$ cat config.mk
export PLATFORM = sky130hd
export DESIGN_NAME = uart_rx_8n1_with_timeout
export DESIGN_NICKNAME = d
export VERILOG_FILES = /design/src/rtl/urx_pkg.sv /design/src/rtl/urx_in_reg.sv /design/src/rtl/urx_core.sv /design/src/rtl/urx_out_reg.sv /design/src/rtl/uart_rx_8n1_with_timeout.sv
export VERILOG_INCLUDE_DIRS = /design/src /design/src/rtl
export SDC_FILE = /design/constraint.sdc
export NUM_CORES = 1
export LEC_CHECK = 0
export ABC_AREA = 1
export BUFFER_PORTS_ARGS = -buffer_cell sky130_fd_sc_hd__buf_2
export CAP_MARGIN = 40
export CORE_ASPECT_RATIO = 1.4
export CORE_MARGIN = 1
export CORE_UTILIZATION = 45
export CTS_CLUSTER_DIAMETER = 120
export DETAILED_ROUTE_END_ITERATION = 12
export HOLD_SLACK_MARGIN = 0.06
export MAX_ROUTING_LAYER = met4
export PLACE_DENSITY_LB_ADDON = 0.08
export SYNTH_ARGS = -nofsm -noshare
export SYNTH_HDL_FRONTEND = slang
export SYNTH_SLANG_ARGS = --single-unit
$ cat constraint.sdc
create_clock -name i_clk -period 4.86 [get_ports i_clk]
set_input_delay 0.486 -clock i_clk [delete_from_list [all_inputs] [get_ports i_clk]]
set_output_delay 0.486 -clock i_clk [all_outputs]
set_load 0.01 [all_outputs]
$ cat src/rtl/uart_rx_8n1_with_timeout_assert.svh
// Assertion macros used by the receiver top level.
`ifndef UART_RX_8N1_WITH_TIMEOUT_ASSERT_SVH
`define UART_RX_8N1_WITH_TIMEOUT_ASSERT_SVH

// Same-cycle implication, checked outside reset.
`define URX_ASSERT_NOW(lbl, ante, cons, msg) \
    lbl: assert property (@(posedge i_clk) disable iff (!i_rst_n) (ante) |-> (cons)) \
        else $error(msg);

// Next-cycle implication, checked outside reset.
`define URX_ASSERT_NEXT(lbl, ante, cons, msg) \
    lbl: assert property (@(posedge i_clk) disable iff (!i_rst_n) (ante) |=> (cons)) \
        else $error(msg);

`endif

$ cat src/rtl/urx_pkg.sv
package urx_pkg;

    localparam int C_DATA_BITS = 8;

    localparam int C_BIT_W     = 16;
    localparam int C_WAIT_W    = 24;
    localparam int C_CNT_W     = 4;
    localparam int C_BYTE_W    = 8;
    localparam int C_CFG_IDX_W = 2;
    localparam int C_CFG_DAT_W = 24;

    localparam logic [C_BIT_W-1:0]  C_BIT_TICKS_RST  = 16'd16;
    localparam logic [C_BIT_W-1:0]  C_HALF_TICKS_RST = 16'd8;
    localparam logic [C_WAIT_W-1:0] C_TIMEOUT_RST    = 24'd1000000;

    localparam logic [C_CFG_IDX_W-1:0] C_CFG_BIT_TICKS  = 2'd0;
    localparam logic [C_CFG_IDX_W-1:0] C_CFG_HALF_TICKS = 2'd1;
    localparam logic [C_CFG_IDX_W-1:0] C_CFG_TIMEOUT    = 2'd2;

    typedef enum logic [2:0] {
        PH_IDLE      = 3'd0,
        PH_WAIT_HIGH = 3'd1,
        PH_WAIT_EDGE = 3'd2,
        PH_HALF      = 3'd3,
        PH_BITS      = 3'd4
    } t_phase;

    typedef struct packed {
        logic start_req;
        logic rx_level;
    } t_item;

    typedef struct packed {
        logic                emit;
        logic [C_BYTE_W-1:0] data;
        logic                timed_out;
    } t_result;

endpackage

$ cat src/rtl/urx_in_reg.sv
module urx_in_reg (
    input  logic          i_clk,
    input  logic          i_rst_n,
    input  logic          i_valid,
    output logic          o_ready,
    input  urx_pkg::t_item i_item,
    input  logic          i_drain,
    output logic          o_valid,
    output urx_pkg::t_item o_item
);
    import urx_pkg::*;

    logic  r_valid;
    t_item r_item;

    // take a new beat when empty or when the held one moves on this cycle
    assign o_ready = !r_valid || i_drain;

    always_ff @(posedge i_clk) begin
        if (!i_rst_n) begin
            r_valid <= 1'b0;
        end else if (o_ready) begin
            r_valid <= i_valid;
        end
    end

    always_ff @(posedge i_clk) begin
        if (o_ready && i_valid) begin
            r_item <= i_item;
        end
    end

    assign o_valid = r_valid;
    assign o_item  = r_item;

endmodule

$ cat src/rtl/urx_core.sv
module urx_core #(
    parameter int DATA_BITS = urx_pkg::C_DATA_BITS
) (
    input  logic                             i_clk,
    input  logic                             i_rst_n,
    input  logic                             i_cfg_we,
    input  logic [urx_pkg::C_CFG_IDX_W-1:0]  i_cfg_idx,
    input  logic [urx_pkg::C_CFG_DAT_W-1:0]  i_cfg_wdata,
    input  logic                             i_step,
    input  urx_pkg::t_item                   i_item,
    output urx_pkg::t_result                 o_result
);
    import urx_pkg::*;

    localparam logic [C_CNT_W-1:0] C_NBITS = C_CNT_W'(DATA_BITS);

    logic [C_BIT_W-1:0]  r_bit_ticks;
    logic [C_BIT_W-1:0]  r_half_ticks;
    logic [C_WAIT_W-1:0] r_timeout;

    t_phase              r_phase, n_phase;
    logic [C_BIT_W-1:0]  r_bit_timer, n_bit_timer;
    logic [C_WAIT_W-1:0] r_wait_timer, n_wait_timer;
    logic [C_CNT_W-1:0]  r_bits_left, n_bits_left;
    logic [C_BYTE_W-1:0] r_shift, n_shift;

    // working copy after a request has restarted the search
    t_phase              e_phase;
    logic [C_BIT_W-1:0]  e_bit_timer;
    logic [C_WAIT_W-1:0] e_wait_timer;
    logic [C_CNT_W-1:0]  e_bits_left;
    logic [C_BYTE_W-1:0] e_shift;

    logic [C_BIT_W-1:0]  w_period;
    logic [C_BIT_W-1:0]  w_bit_dec;
    logic [C_WAIT_W-1:0] w_wait_inc;
    logic                w_expired;
    logic [C_CNT_W-1:0]  w_left_dec;
    logic [C_CNT_W-1:0]  w_pos;
    logic [C_BYTE_W-1:0] w_sampled;

    always_ff @(posedge i_clk) begin
        if (!i_rst_n) begin
            r_bit_ticks  <= C_BIT_TICKS_RST;
            r_half_ticks <= C_HALF_TICKS_RST;
            r_timeout    <= C_TIMEOUT_RST;
        end else if (i_cfg_we) begin
            case (i_cfg_idx)
                C_CFG_BIT_TICKS:  r_bit_ticks  <= i_cfg_wdata[C_BIT_W-1:0];
                C_CFG_HALF_TICKS: r_half_ticks <= i_cfg_wdata[C_BIT_W-1:0];
                C_CFG_TIMEOUT:    r_timeout    <= i_cfg_wdata[C_WAIT_W-1:0];
                default: ;
            endcase
        end
    end

    assign e_phase      = i_item.start_req ? PH_WAIT_HIGH : r_phase;
    assign e_bit_timer  = i_item.start_req ? '0 : r_bit_timer;
    assign e_wait_timer = i_item.start_req ? '0 : r_wait_timer;
    assign e_bits_left  = i_item.start_req ? '0 : r_bits_left;
    assign e_shift      = i_item.start_req ? '0 : r_shift;

    assign w_period   = (r_bit_ticks == '0) ? C_BIT_W'(1) : r_bit_ticks;
    assign w_bit_dec  = e_bit_timer - C_BIT_W'(1);
    assign w_wait_inc = e_wait_timer + C_WAIT_W'(1);
    assign w_expired  = (w_wait_inc >= r_timeout);
    assign w_left_dec = e_bits_left - C_CNT_W'(1);
    assign w_pos      = C_NBITS - e_bits_left;

    always_comb begin
        w_sampled = e_shift;
        // bits past the eighth are sampled but dropped
        if (i_item.rx_level && (w_pos < C_CNT_W'(C_BYTE_W))) begin
            w_sampled[w_pos[2:0]] = 1'b1;
        end
    end

    // next phase
    always_comb begin
        n_phase = e_phase;
        case (e_phase)
            PH_WAIT_HIGH: begin
                if (i_item.rx_level) begin
                    n_phase = PH_WAIT_EDGE;
                end else if (w_expired) begin
                    n_phase = PH_IDLE;
                end
            end
            PH_WAIT_EDGE: begin
                if (!i_item.rx_level) begin
                    n_phase = (r_half_ticks == '0) ? PH_BITS : PH_HALF;
                end else if (w_expired) begin
                    n_phase = PH_IDLE;
                end
            end
            PH_HALF: begin
                if (w_bit_dec == '0) begin
                    n_phase = PH_BITS;
                end
            end
            PH_BITS: begin
                if (w_bit_dec == '0 && w_left_dec == '0) begin
                    n_phase = PH_IDLE;
                end
            end
            default: n_phase = PH_IDLE;
        endcase
    end

    // datapath and result
    always_comb begin
        n_bit_timer  = e_bit_timer;
        n_wait_timer = e_wait_timer;
        n_bits_left  = e_bits_left;
        n_shift      = e_shift;
        o_result     = '0;
        case (e_phase)
            PH_WAIT_HIGH: begin
                if (i_item.rx_level) begin
                    n_wait_timer = '0;
                end else if (w_expired) begin
                    n_wait_timer       = '0;
                    o_result.emit      = 1'b1;
                    o_result.timed_out = 1'b1;
                end else begin
                    n_wait_timer = w_wait_inc;
                end
            end
            PH_WAIT_EDGE: begin
                if (!i_item.rx_level) begin
                    n_wait_timer = '0;
                    n_bits_left  = C_NBITS;
                    n_shift      = '0;
                    n_bit_timer  = (r_half_ticks == '0) ? w_period : r_half_ticks;
                end else if (w_expired) begin
                    n_wait_timer       = '0;
                    o_result.emit      = 1'b1;
                    o_result.timed_out = 1'b1;
                end else begin
                    n_wait_timer = w_wait_inc;
                end
            end
            PH_HALF: begin
                n_bit_timer = (w_bit_dec == '0) ? w_period : w_bit_dec;
            end
            PH_BITS: begin
                if (w_bit_dec != '0) begin
                    n_bit_timer = w_bit_dec;
                end else begin
                    n_shift     = w_sampled;
                    n_bits_left = w_left_dec;
                    if (w_left_dec != '0) begin
                        n_bit_timer = w_period;
                    end else begin
                        n_bit_timer   = '0;
                        o_result.emit = 1'b1;
                        o_result.data = w_sampled;
                    end
                end
            end
            default: ;
        endcase
    end

    always_ff @(posedge i_clk) begin
        if (!i_rst_n) begin
            r_phase      <= PH_IDLE;
            r_bit_timer  <= '0;
            r_wait_timer <= '0;
            r_bits_left  <= '0;
            r_shift      <= '0;
        end else if (i_step) begin
            r_phase      <= n_phase;
            r_bit_timer  <= n_bit_timer;
            r_wait_timer <= n_wait_timer;
            r_bits_left  <= n_bits_left;
            r_shift      <= n_shift;
        end
    end

endmodule

$ cat src/rtl/urx_out_reg.sv
module urx_out_reg (
    input  logic                          i_clk,
    input  logic                          i_rst_n,
    input  logic                          i_load,
    input  urx_pkg::t_result              i_result,
    output logic                          o_valid,
    input  logic                          i_ready,
    output logic [urx_pkg::C_BYTE_W-1:0]  o_data,
    output logic                          o_timed_out
);
    import urx_pkg::*;

    logic                r_valid;
    logic [C_BYTE_W-1:0] r_data;
    logic                r_timed_out;

    always_ff @(posedge i_clk) begin
        if (!i_rst_n) begin
            r_valid <= 1'b0;
        end else if (i_load) begin
            r_valid <= i_result.emit;
        end else if (i_ready) begin
            r_valid <= 1'b0;
        end
    end

    always_ff @(posedge i_clk) begin
        if (i_load && i_result.emit) begin
            r_data      <= i_result.data;
            r_timed_out <= i_result.timed_out;
        end
    end

    assign o_valid     = r_valid;
    assign o_data      = r_data;
    assign o_timed_out = r_timed_out;

endmodule

$ cat src/rtl/uart_rx_8n1_with_timeout.sv
// A line sample is held in the input register; the receiver steps on it once the result
//   register can take what it yields, and the result beat is offered from that register.
// Throughput: one line sample per cycle while results are taken; the input register and the result
//   register each hold one beat, so a stalled result does not stop intake at once.
// Reset (i_rst_n low, synchronous): idle with no request, timers cleared,
//   bit_ticks 16, half_bit_ticks 8, timeout_ticks 1000000.
`include "uart_rx_8n1_with_timeout_assert.svh"

module uart_rx_8n1_with_timeout #(
    parameter int DATA_BITS = urx_pkg::C_DATA_BITS
) (
    input  logic                             i_clk,
    input  logic                             i_rst_n,
    input  logic                             i_cfg_we,
    input  logic [urx_pkg::C_CFG_IDX_W-1:0]  i_cfg_idx,
    input  logic [urx_pkg::C_CFG_DAT_W-1:0]  i_cfg_wdata,
    input  logic                             i_s_axis_tvalid,
    output logic                             o_s_axis_tready,
    // [0] start_req, [1] rx_level, [7:2] zero
    input  logic [7:0]                       i_s_axis_tdata,
    output logic                             o_m_axis_tvalid,
    input  logic                             i_m_axis_tready,
    // [7:0] data
    output logic [urx_pkg::C_BYTE_W-1:0]     o_m_axis_tdata,
    // [0] timed_out
    output logic                             o_m_axis_tuser
);
    import urx_pkg::*;

    t_item   w_in_item;
    t_item   w_item;
    logic    w_in_valid;
    logic    w_advance;
    t_result w_result;

    assign w_in_item.start_req = i_s_axis_tdata[0];
    assign w_in_item.rx_level  = i_s_axis_tdata[1];

    // step the receiver once the result register can take what it yields
    assign w_advance = w_in_valid && (!o_m_axis_tvalid || i_m_axis_tready);

    urx_in_reg u_in_reg (
        .i_clk   (i_clk),
        .i_rst_n (i_rst_n),
        .i_valid (i_s_axis_tvalid),
        .o_ready (o_s_axis_tready),
        .i_item  (w_in_item),
        .i_drain (w_advance),
        .o_valid (w_in_valid),
        .o_item  (w_item)
    );

    urx_core #(
        .DATA_BITS (DATA_BITS)
    ) u_core (
        .i_clk       (i_clk),
        .i_rst_n     (i_rst_n),
        .i_cfg_we    (i_cfg_we),
        .i_cfg_idx   (i_cfg_idx),
        .i_cfg_wdata (i_cfg_wdata),
        .i_step      (w_advance),
        .i_item      (w_item),
        .o_result    (w_result)
    );

    urx_out_reg u_out_reg (
        .i_clk       (i_clk),
        .i_rst_n     (i_rst_n),
        .i_load      (w_advance),
        .i_result    (w_result),
        .o_valid     (o_m_axis_tvalid),
        .i_ready     (i_m_axis_tready),
        .o_data      (o_m_axis_tdata),
        .o_timed_out (o_m_axis_tuser)
    );

    `URX_ASSERT_NOW(a_timeout_zero_data, o_m_axis_tvalid && o_m_axis_tuser,
        o_m_axis_tdata == '0, "timeout beat with nonzero data")
    `URX_ASSERT_NOW(a_full_blocks_intake, o_m_axis_tvalid && !i_m_axis_tready && w_in_valid,
        !o_s_axis_tready, "intake open while both stages are full")
    `URX_ASSERT_NEXT(a_accept_fills, i_s_axis_tvalid && o_s_axis_tready,
        w_in_valid, "accepted beat not held in the input stage")

endmodule

==> flow_summary_export.csv, run 1 <==
group,metric,value,unit
run_status,status,"completed",
global_routing,grt_pass1_wl,40.99,mm
clocking,post_cts_buffers,0,
clocking,cts_hold_buf,0,
pwr,power,2.733,mW
die,fp.coreArea,18530,sq um
worst_setup_path,critical_path_class,"flip-flop to flip-flop",
yosys,ys.flop_type,"dfxtp_1",
timing,period_share,86.36,%
layout,multiInputGateArea,4949,sq um
layout,nFillCells,1944,
clocking,cts_tree,"yes",
timing,fin_skew,0.01151,ns
die,die_w,118.0,microns
die,rows,59,
layout,final_cells,1604,
clocking,clk_latency,0.43,ns
global_routing,track_usage,27.74,%
pwr,p_leak,4.167,nW
worst_hold_path,holdPathStages,1,
global_routing,grt_pass1_vias,8103,
layout,mostFrequentLayoutCells,"nand2_1, inv_1, nor2_1, o21ai_0, dfxtp_1",
drt,first_pass_iters,6,
yosys,yosysUniqueCellTypes,43,
yosys,async_flop_share,0,%
clocking,clk_path_buf_depth,2,
worst_setup_path,reg2reg_depth,19,
worst_hold_path,min-delay-start,"i_s_axis_tdata[0]",
run,drv_cap,0,
worst_setup_path,critPathMaxStageDelay,0.55,ns
worst_setup_path,worstReg2RegEnd,"u_out_reg.o_data[4]",
worst_hold_path,min_to,"u_in_reg.o_item[1]",
drt,wl_met2,13.13,mm
die,ios,50,
layout,nNetsFinal,1415,
timing,fmax,238.3,MHz
timing,min_period,4.197,ns
worst_setup_path,worstPathArrival,4.29,ns
yosys,syn_avg_cell_area,6.353,sq um
yosys,synth_seq_cells,124,
pwr,p_per_area,290.3,nW/um^2
placement,dp_hpwl,18.23,mm
placement,place.port_buffers,43,
worst_setup_path,r2r_slack,0.66,ns
clocking,cts_buffers,17,
clocking,cts_resized,0,
worst_setup_path,slowest_stage,"edfxtp_1",
clocking,clkSinkCount,124,
pwr,ir_drop,0.0001972,V
die,fp.dieH,164.4,microns
worst_setup_path,worstReg2RegStart,"u_in_reg.o_item[1]",
timing,setup-violations-final,0,
yosys,synth-edff-count,11,
drt,drt-initial-drc-count,564,
placement,gp_congestion,0.9191,
timing,finalMaxSlewViolations,0,
yosys,netlist_area,8474,sq um
worst_hold_path,hold_class,"input pin to flip-flop",
layout,utilization,50.81,%
drt,detail_route.vias_per_cell,5.352,
layout,drive_gt1_share,9.853,%
placement,place_ws,0.6654,ns
timing,worst_slack,0.6630,ns
drt,vias,8585,
worst_setup_path,crit_path_start_kind,"flip-flop",
worst_setup_path,crit_fanout,11,
clocking,cts_root_buf,"clkbuf_16",
worst_setup_path,critical_path_required,4.95,ns
drt,wire_per_inst,15.84,microns
worst_setup_path,crit_top_cell,"nand2_1",
timing,relSlewSlack,43.70,%
clocking,htreeDepth,4,
layout,area_delta_synth_final,11.09,%
placement,place_inst,1572,
layout,final_common_cell,"nand2_1",
drt,m1WireLength,10.62,mm
timing,worst_pin_slew,0.8436,ns
drt,postRouteAntennaNets,0,
timing,hold_viol_final,0,
worst_setup_path,crit_chain,"buf_4 -> nor2_1 -> nand2_1 -> nor3_1 -> nand2_1 -> nor2_1 -> nand3_1 -> nor2_1 -> xnor2_1 -> inv_1 -> ha_1 -> nand2_1 -> nor3_1 -> nand4_1 -> nand3_1 -> nand2_1 -> inv_1 -> o21ai_0 -> inv_1",
timing,tns,0,ns
drt,wl,25.40,mm
timing,rsz0062_at_grt,"no",
yosys,synth_nets,1402,
die,start_util,45.74,%
drt,met3_length,864,microns
global_routing,grt-ovfl-total,0,
yosys,synthTopCellsByArea,"dfxtp_1, nand2_1, inv_1",
yosys,syn_inst,1334,
clocking,path_clk_slew,0.06,ns
drt,route.detailed.drc,0,
yosys,ys_seq_area_share,30.59,%
global_routing,grt_max_degree,50,
global_routing,antenna_found_initial,0,
yosys,yosysWarningCount,0,
layout,seq_area,2592,sq um
layout,num_antenna_cells,0,
yosys,synth_top_area_cell,"dfxtp_1",
drt,top_layer,"met4",
worst_setup_path,cp-end-kind,"flip-flop",
die,fp.dieArea,19390,sq um
yosys,synth.top_cell.area_share,26.69,%
-- report_power, final --
group          leakage [nW]  total [mW]  internal [mW]  switching (mW)
logic                  2.87       0.310         0.0946           0.215
registers              1.01        1.11           1.07          0.0361
clock network         0.294        1.31          0.774           0.541
-- kinds of logic after synthesis --
group                      count (synthesis)  synth area share (%)
AOI/OAI and AO/OA                        286                 18.66
adders and majority gates                 29                 4.282
buffers and inverters                    230                 11.07
and+or+nand+nor                          643                 33.12
DFF                                      124                 30.59
xor gates and xnor gates                  22                 2.274
-- state kept, by name (all words and copies together) (netlist names) --
signal / count
u_core.r_bit_timer: 16
u_out_reg.o_data: 8
u_core.r_timeout: 24
u_core.r_wait_timer: 24
u_in_reg.o_item: 2
u_core.r_half_ticks: 16
u_out_reg.o_timed_out: 1
u_core.r_shift: 8
u_out_reg.o_valid: 1
u_core.r_phase: 3
u_core.r_bits_left: 4
u_core.r_bit_ticks: 16
u_in_reg.o_valid: 1
-- how the worst max path moves through the flow --
| stage | startpoint | slack, ns | end | cells after the start |
|---|---|---|---|---|
| 2_1_floorplan | u_in_reg.o_item[1] | 1.09 | u_out_reg.o_data[0] | 21 |
| 3_3_place_gp | u_in_reg.o_item[1] | 0.70 | u_out_reg.o_data[4] | 19 |
| 3_5_place_dp | u_in_reg.o_item[1] | 0.67 | u_out_reg.o_data[4] | 19 |
| 4_1_cts | u_in_reg.o_item[1] | 0.65 | u_out_reg.o_data[4] | 19 |
| 5_1_grt | u_in_reg.o_item[1] | 0.27 | u_out_reg.o_data[1] | 19 |
| 6_report | u_in_reg.o_item[1] | 0.66 | u_out_reg.o_data[4] | 19 |
-- metrics by stage --
stage | hold WS, ns | cell area [sq um]
2_1_floorplan | 0.4353 | 8474
3_3_place_gp | 0.4474 | 8791
3_5_place_dp | 0.4540 | 8813
4_1_cts | 0.2245 | 9414
5_1_grt | 0.2275 | 9414
6_report | 0.2350 | 9414
-- worst max-delay path, delay by kind of cell (launching register included) --
kind                     cells  cell delay [ns]
AND/OR/NAND/NOR             12             2.06
buffers and inverters        4             0.72
flip-flops                   1             0.55
adder cells (fa/ha/maj)      1             0.29
XOR/XNOR                     1             0.13
AO/OA/AOI/OAI                1             0.10
-- cell usage after synthesis, drive strengths merged, types with 3 or more instances --
cell type	number
a31oi	28
nand4	21
clkinv	3
nor4	3
nand2	347
dfxtp	113
o21a	3
o211ai	7
buf	17
a21oi	103
nand3	113
xor2	12
o21ai	127
nand3b	3
clkbuf	48
nor2	141
ha	29
o221ai	16
inv	162
edfxtp	11
xnor2	10
nor3	13
-- layout make-up --
type                       count  area share, %
sequential                   124          27.54
inverter                     165          6.632
tap                          244          3.243
clock inverter                15          1.861
multi-input combinational    980          52.57
timing repair buffer          59          3.642
clock buffer                  17          4.519
-- per-layer routing --
layer | vias to the layer above | GRT usage (%)
met3 | 51 | 3.660
met4 | 0 | 11.95
met1 | 3914 | 30.39
li1 | 4425 | -
met5 | - | -
met2 | 195 | 50.32
Note: power is estimated with default switching activity, not from simulation.
==> run 2: changes to the inputs <==
- CORE_UTILIZATION: 45 -> 53
==> run 2 against run 1 <==
Routed wire length is 5.0% lower. Global-route usage is 3.7 points higher. Critical path depth is 3 lower. Clock power is 4% lower. Core utilization is 9.2 points higher. Hold slack hardly changed. Flip-flop and latch count stayed put. Critical path type unchanged. Maximum frequency is 0.63% higher. Design area is 0.45% lower. Critical endpoint is now u_out_reg.o_data[7]. Die area is 15% lower. Sequential share of layout area is 0.13 points higher.
==> flow_summary_export.csv, run 2 (synthesis results as in run 1) <==
group,metric,value,unit
run_status,status,"completed",
worst_setup_path,critical_path_class,"flip-flop to flip-flop",
layout,area_delta_synth_final,10.59,%
worst_setup_path,cp-end-kind,"flip-flop",
clocking,cts_tree,"yes",
timing,min_period,4.171,ns
global_routing,grt-ovfl-total,0,
layout,reg_top3,"u_core.r_timeout: 24 flops, u_core.r_wait_timer: 24 flops",
placement,gp_congestion,0.9116,
timing,tns,0,ns
die,rows,54,
layout,mostFrequentLayoutCells,"nand2_1, inv_1, nor2_1, o21ai_0, dfxtp_1",
worst_setup_path,worstReg2RegEnd,"u_out_reg.o_data[7]",
layout,final_common_cell,"nand2_1",
timing,fmax,239.8,MHz
global_routing,grt_max_degree,84,
clocking,clkSinkCount,124,
die,ios,50,
placement,dp_hpwl,17.51,mm
die,fp.coreArea,15610,sq um
clocking,htreeDepth,4,
global_routing,grt_pass1_wl,38.89,mm
layout,nNetsFinal,1416,
clocking,cts_resized,0,
global_routing,antenna_found_initial,0,
timing,setup-violations-final,0,
global_routing,grt_pass1_vias,7756,
clocking,cts_buffers,17,
die,fp.dieArea,16510,sq um
clocking,clk_path_buf_depth,2,
layout,nFillCells,1581,
timing,worst_pin_slew,0.9118,ns
timing,relSlewSlack,38.99,%
clocking,post_cts_buffers,0,
worst_setup_path,critical_path_required,4.94,ns
layout,num_antenna_cells,0,
worst_setup_path,worstReg2RegStart,"u_in_reg.o_item[1]",
worst_setup_path,setup.worst_path.end,"u_out_reg.o_data[7]",
layout,drive_gt1_share,9.919,%
clocking,clk_latency,0.43,ns
drt,detail_route.vias_per_cell,5.566,
die,die_w,108.9,microns
clocking,path_clk_slew,0.06,ns
worst_hold_path,hold_class,"input pin to flip-flop",
layout,utilization,60.04,%
drt,vias,8667,
run,drv_cap,0,
pwr,p_per_area,286.2,nW/um^2
die,fp.dieH,151.6,microns
worst_setup_path,reg2reg_depth,16,
drt,wire_per_inst,15.50,microns
placement,place.port_buffers,43,
timing,fin_skew,0.008543,ns
pwr,ir_drop,0.0002463,V
clocking,cts_hold_buf,0,
worst_setup_path,cp-startpoint,"u_in_reg.o_item[1]",
drt,wl,24.14,mm
worst_setup_path,worstPathArrival,4.25,ns
worst_setup_path,r2r_slack,0.69,ns
drt,first_pass_iters,6,
die,start_util,54.30,%
timing,period_share,85.82,%
drt,drt-initial-drc-count,460,
global_routing,track_usage,31.47,%
timing,hold_viol_final,0,
drt,route.detailed.drc,0,
timing,rsz0062_at_grt,"no",
worst_setup_path,crit_fanout,18,
drt,postRouteAntennaNets,0,
clocking,cts_root_buf,"clkbuf_16",
worst_setup_path,crit_path_start_kind,"flip-flop",
timing,finalMaxSlewViolations,0,
pwr,p_leak,4.171,nW
[run 2: changes by cell type in the layout (fill, tap and decap cells not counted)]
cell / previous run / this run
buf_12: 0 / 1
buf_16: 0 / 1
buf_4: 15 / 14
bufinv_16: 2 / 1
clkinvlp_4: 1 / 2
[run 2: critical path: stages (launching register included)]
cell      delay (ns)
edfxtp_1        0.43
buf_4           0.24
nor2_1          0.16
ha_1            0.21
nand3_1         0.14
nand3b_4        0.22
nor3_4          0.22
xor2_1          0.43
ha_1            0.19
nand2_1         0.08
nor4_1          0.44
nand4_1         0.13
nand3_1         0.26
nand2_1         0.08
inv_1           0.07
o21ai_0         0.14
inv_1           0.37
[run 2: how the worst min path moves through the flow]
| stage | start | endpoint | depth (start not counted) |
|---|---|---|---|
| finish | i_s_axis_tdata[0] | u_in_reg.o_item[1] | 1 |
| global route | i_s_axis_tdata[0] | u_in_reg.o_item[1] | 1 |
| CTS | i_s_axis_tdata[1] | u_in_reg.o_item[0] | 1 |
| detailed placement | u_core.r_timeout[10] | u_core.r_timeout[10] | 2 |
| global placement | u_core.r_timeout[10] | u_core.r_timeout[10] | 2 |
| floorplan | u_core.r_timeout[10] | u_core.r_timeout[10] | 2 |
[run 2: where the power goes]
part | switching (mW) | leakage (nW) | internal (mW)
logic | 0.217 | 2.88 | 0.0985
clock network | 0.538 | 0.280 | 0.722
registers | 0.0335 | 1.01 | 1.07
total | 0.789 | 4.17 | 1.89
[run 2: area by class of cell]
class,count,area [sq um],area share (%)
well taps,196,245.2,2.617
clock buffers,17,425.4,4.539
flip-flops and latches,124,2592,27.66
clock inverters,15,152.6,1.629
inverters,165,624.3,6.662
multi-input cells,980,4949,52.80
repair buffers,60,382.9,4.085
[run 2: metal layers]
| metal | GRT usage [%] | vias up | share of wire, % |
|---|---|---|---|
| li1 | - | 4413 | - |
| met1 | 35.55 | 3934 | 41 |
| met2 | 54.50 | 274 | 50 |
| met3 | 4.448 | 46 | 5.1 |
| met4 | 14.26 | 0 | 3.5 |
| met5 | - | - | 0 |
[run 2: through the flow]
stage / area [sq um] / hold slack (ns) / worst slack, ns / instances / power [mW]
global route: 9371 / 0.2313 / 0.2943 / 1557 / 2.778
floorplan: 8474 / 0.4353 / 1.087 / 1334 / 1.345
CTS: 9371 / 0.2297 / 0.6889 / 1557 / 2.694
finish: 9371 / 0.2353 / 0.6893 / 1557 / 2.683
detailed placement: 8793 / 0.4547 / 0.7019 / 1525 / 1.441
global placement: 8743 / 0.4526 / 0.7385 / 1522 / 1.433
